--- src/rtl/shc_pkg.sv ---
// Shared definitions for the slab heat conduction step block.
// Node count, operand widths of the shared multiplier and its request type.
// No dependencies.
`default_nettype none

package shc_pkg;

	// Number of slab nodes in the column (node 0 is the surface).
	localparam int NODES   = 20;
	localparam int NODE_AW = $clog2(NODES);

	// Shared multiplier: signed A times signed B, full-width product.
	localparam int MUL_AW = 42;
	localparam int MUL_BW = 25;
	localparam int MUL_PW = MUL_AW + MUL_BW;

	typedef struct packed {
		logic                     en;
		logic signed [MUL_AW-1:0] a;
		logic signed [MUL_BW-1:0] b;
	} mul_req_t;

endpackage

`default_nettype wire

--- src/rtl/shc_mul.sv ---
// Registered signed multiplier shared by every product of a time step.
// Depends on shc_pkg for the operand widths and the request struct.
`default_nettype none

module shc_mul
	import shc_pkg::*;
(
	input  wire logic                     clk,
	input  wire mul_req_t                 req,
	output logic signed [MUL_PW-1:0]      prod_q
);

	always_ff @(posedge clk) begin
		if (req.en) begin
			prod_q <= MUL_PW'(req.a) * MUL_PW'(req.b);
		end
	end

endmodule

`default_nettype wire

--- config.mk ---
export PLATFORM = sky130hd
export DESIGN_NAME = shc_mul
export DESIGN_NICKNAME = d
export VERILOG_FILES = /design/src/rtl/shc_pkg.sv /design/src/rtl/shc_mul.sv
export SDC_FILE = /design/constraint.sdc
export NUM_CORES = 2
export LEC_CHECK = 0
export ABC_AREA = 1
export BUFFER_PORTS_ARGS = -buffer_cell sky130_fd_sc_hd__buf_2
export CORE_MARGIN = 3
export CORE_UTILIZATION = 25
export CTS_CLUSTER_SIZE = 30
export DETAILED_ROUTE_END_ITERATION = 7
export SETUP_SLACK_MARGIN = 0.05
export SYNTH_ARGS = -nofsm -noshare
export SYNTH_HDL_FRONTEND = slang
export SYNTH_SLANG_ARGS = --single-unit
--- constraint.sdc ---
create_clock -name clk -period 18.6 [get_ports clk]
set_clock_uncertainty 0.2 [all_clocks]
set_input_delay 4.65 -clock clk [delete_from_list [all_inputs] [get_ports clk]]
set_output_delay 4.65 -clock clk [all_outputs]
set_load 0.1 [all_outputs]
==> out/qor.csv <==
metric,value,unit
status,"finished, final reports clean",
vias in the first global route,34200,
Core Footprint,159000,um2
critical path peak fanout,42,
drt pass-1 iters,6,
Largest regs,prod_q: 67 flops,
vias per cell,4.41,
Worst path most repeated cell,fa_1,
initial DRC count,2221,
f_max,0.0838,GHz
Post-synth EDFFs,67,
Yosys warning total,0,
CP Capture Type,register,
Routed WL per cell,17.5,um
share of cells above drive strength 1,0.0490,
DP Wirelength,99600,um
worst slew pin tran,1180,ps
Clock Path Buffers,2,
IO buf count,135,
register area share after synthesis,0.0501,
gpl congestion,0.920,
#FFs+latches synth,67,
largest net degree at the start of global routing,68,
vias,31100,
IO Pins,136,
final core utilization,0.270,
CTS tree,done,
CP max stage delay,760,ps
critical path class,in -> reg,
setup_tns,0,ps
CTS Hold Buffers Added,0,
Max Transition Viols Final,0,
Syn Std Cell Area,40100,um2
Overall Global Routing Usage,0.155,
Mapped Cells,5055,
cts repair resizes,0,
CTS root buf,clkbuf_16,
Initial Utilization,0.252,
final net count,6269,
die width,407,um
DRC viols,0,
Sinks on Clock Net,67,
critical path arrival,11840,ps
Setup Viol. Count Final,0,
Largest register FFs,67,
Post-CTS Setup Inserts,0,
CP max-delay cell,buf_2,
worst endpoint required time,18510,ps
crit-path cells,"buf_2, nand2_1, inv_1, fa_1, fa_1, fa_1, inv_1, fa_1, fa_1, fa_1, fa_1, inv_1, ha_1, a21oi_1, o21ai_0, nor2_1, nand2_1, a21oi_1, nand2_1, nand2_1, nand2_1",
GRT overflow,0,
Synth cell types,30,
largest reg by FF count,prod_q,
syn_area_per_cell,7.94,um2
syn nets,6348,
Slew HR,0.216,
die height,407,um
TritonCTS buffer count,9,
dominant synthesized flop cell,edfxtp_1,
final wirelength,124000,um
Syn-to-layout area delta,7.09,%
Max-cap violations,0,
die area,165000,um2
Cell Rows,146,
Routed Antenna Nets,0,
Final Hold Viols,0,
Tcrit/Tclk final,0.642,
"Min Clock Period, post-route",11940,ps
Worst Hold Class,in -> reg,
# H-tree levels,3,
first-pass GRT wire length,198000,um
initial antenna violation count,25,
async set or reset register ratio after synthesis,0,
Clock transition at path regs,80,ps
RSZ-0062 raised after global routing,no,
Worst Setup Start Kind,primary input,
## synth_stat cells (all sizes together), types with 4 or more instances
cell type	number	area (um2)
nand4	20	125
xnor2	5	43.8
ha	175	2190
xor2	34	298
edfxtp	67	2010
nor3	10	55.1
fa	1049	21000
o21bai	15	113
a21boi	4	30.0
or2	5	31.3
o21ai	36	180
a21oi	79	403
nor2	157	657
nor4	5	58.8
nand2	1478	5620
nand3	68	360
clkbuf	250	938
inv	1596	5990
## placed cells by master, fill, tap and decap left out, drive strengths merged, types with 8 or more instances in the layout
| cell type | Yosys | routed |
|---|---|---|
| xor2 | 34 | 34 |
| nand2 | 1478 | 1478 |
| nor3 | 10 | 10 |
| diode | 0 | 8 |
| ha | 175 | 175 |
| a21oi | 79 | 79 |
| nor2 | 157 | 157 |
| nand4 | 20 | 20 |
| clkbuf | 250 | 9 |
| edfxtp | 67 | 67 |
| o21ai | 36 | 36 |
| inv | 1596 | 1600 |
| nand3 | 68 | 68 |
| buf | 0 | 160 |
| o21bai | 15 | 15 |
| fa | 1049 | 1049 |
## path summary, 6_finish.rpt
check	from	to	slack, ps	cells past startpoint
max	req[1]	prod_q[60]$_DFFE_PP_	6660	21
min	req[25]	prod_q[0]$_DFFE_PP_	4790	4
## routing by layer
metal | global-route usage | part of all wire
met4 | 0.0394 | 0.028
met1 | 0.205 | 0.41
met5 | 0 | 0.00043
met3 | 0.0257 | 0.080
met2 | 0.262 | 0.48
## worst max-delay path: cells and delay by family
family	cells	cell delay, ps
buf+inv	4	1360
simple gates	6	720
fa+ha+maj	8	4220
compound gates	3	860
## per-stage QoR
stage,std cells,hold WS (ps),area [um2],setup slack [ps]
floorplan,5055,4560,40100,7670
global placement,7037,5070,42600,6440
detailed placement,7037,5070,42600,6400
CTS,7053,4760,42900,6780
global route,7054,4820,42900,6310
finish,7061,4790,43000,6660
## layout make-up
cell class,instances,area (um2)
Inverter,1596,5990
Clock inverter,7,82.6
Tap cell,2072,2590
Timing Repair Buffer,160,863
Clock buffer,9,225
Antenna cell,8,20.0
Multi-Input combinational cell,3142,31200
Fill cell,17200,116000
Sequential cell,67,2010
## logic make-up (layout without fill, tap and decap cells)
| family | after synthesis | count (layout) | synth area share |
|---|---|---|---|
| AO/OA/AOI/OAI | 135 | 135 | 0.0183 |
| XOR/XNOR | 39 | 39 | 0.00851 |
| adder cells (fa/ha/maj) | 1224 | 1224 | 0.578 |
| buffers and inverters | 1846 | 1772 | 0.173 |
| flip-flops | 67 | 67 | 0.0501 |
| other | 0 | 8 | 0 |
| AND/OR/NAND/NOR | 1744 | 1744 | 0.172 |
Power is left out: the tool's default activity adds up to more than one toggle a clock period on the data nets, which glitch-free logic cannot reach.
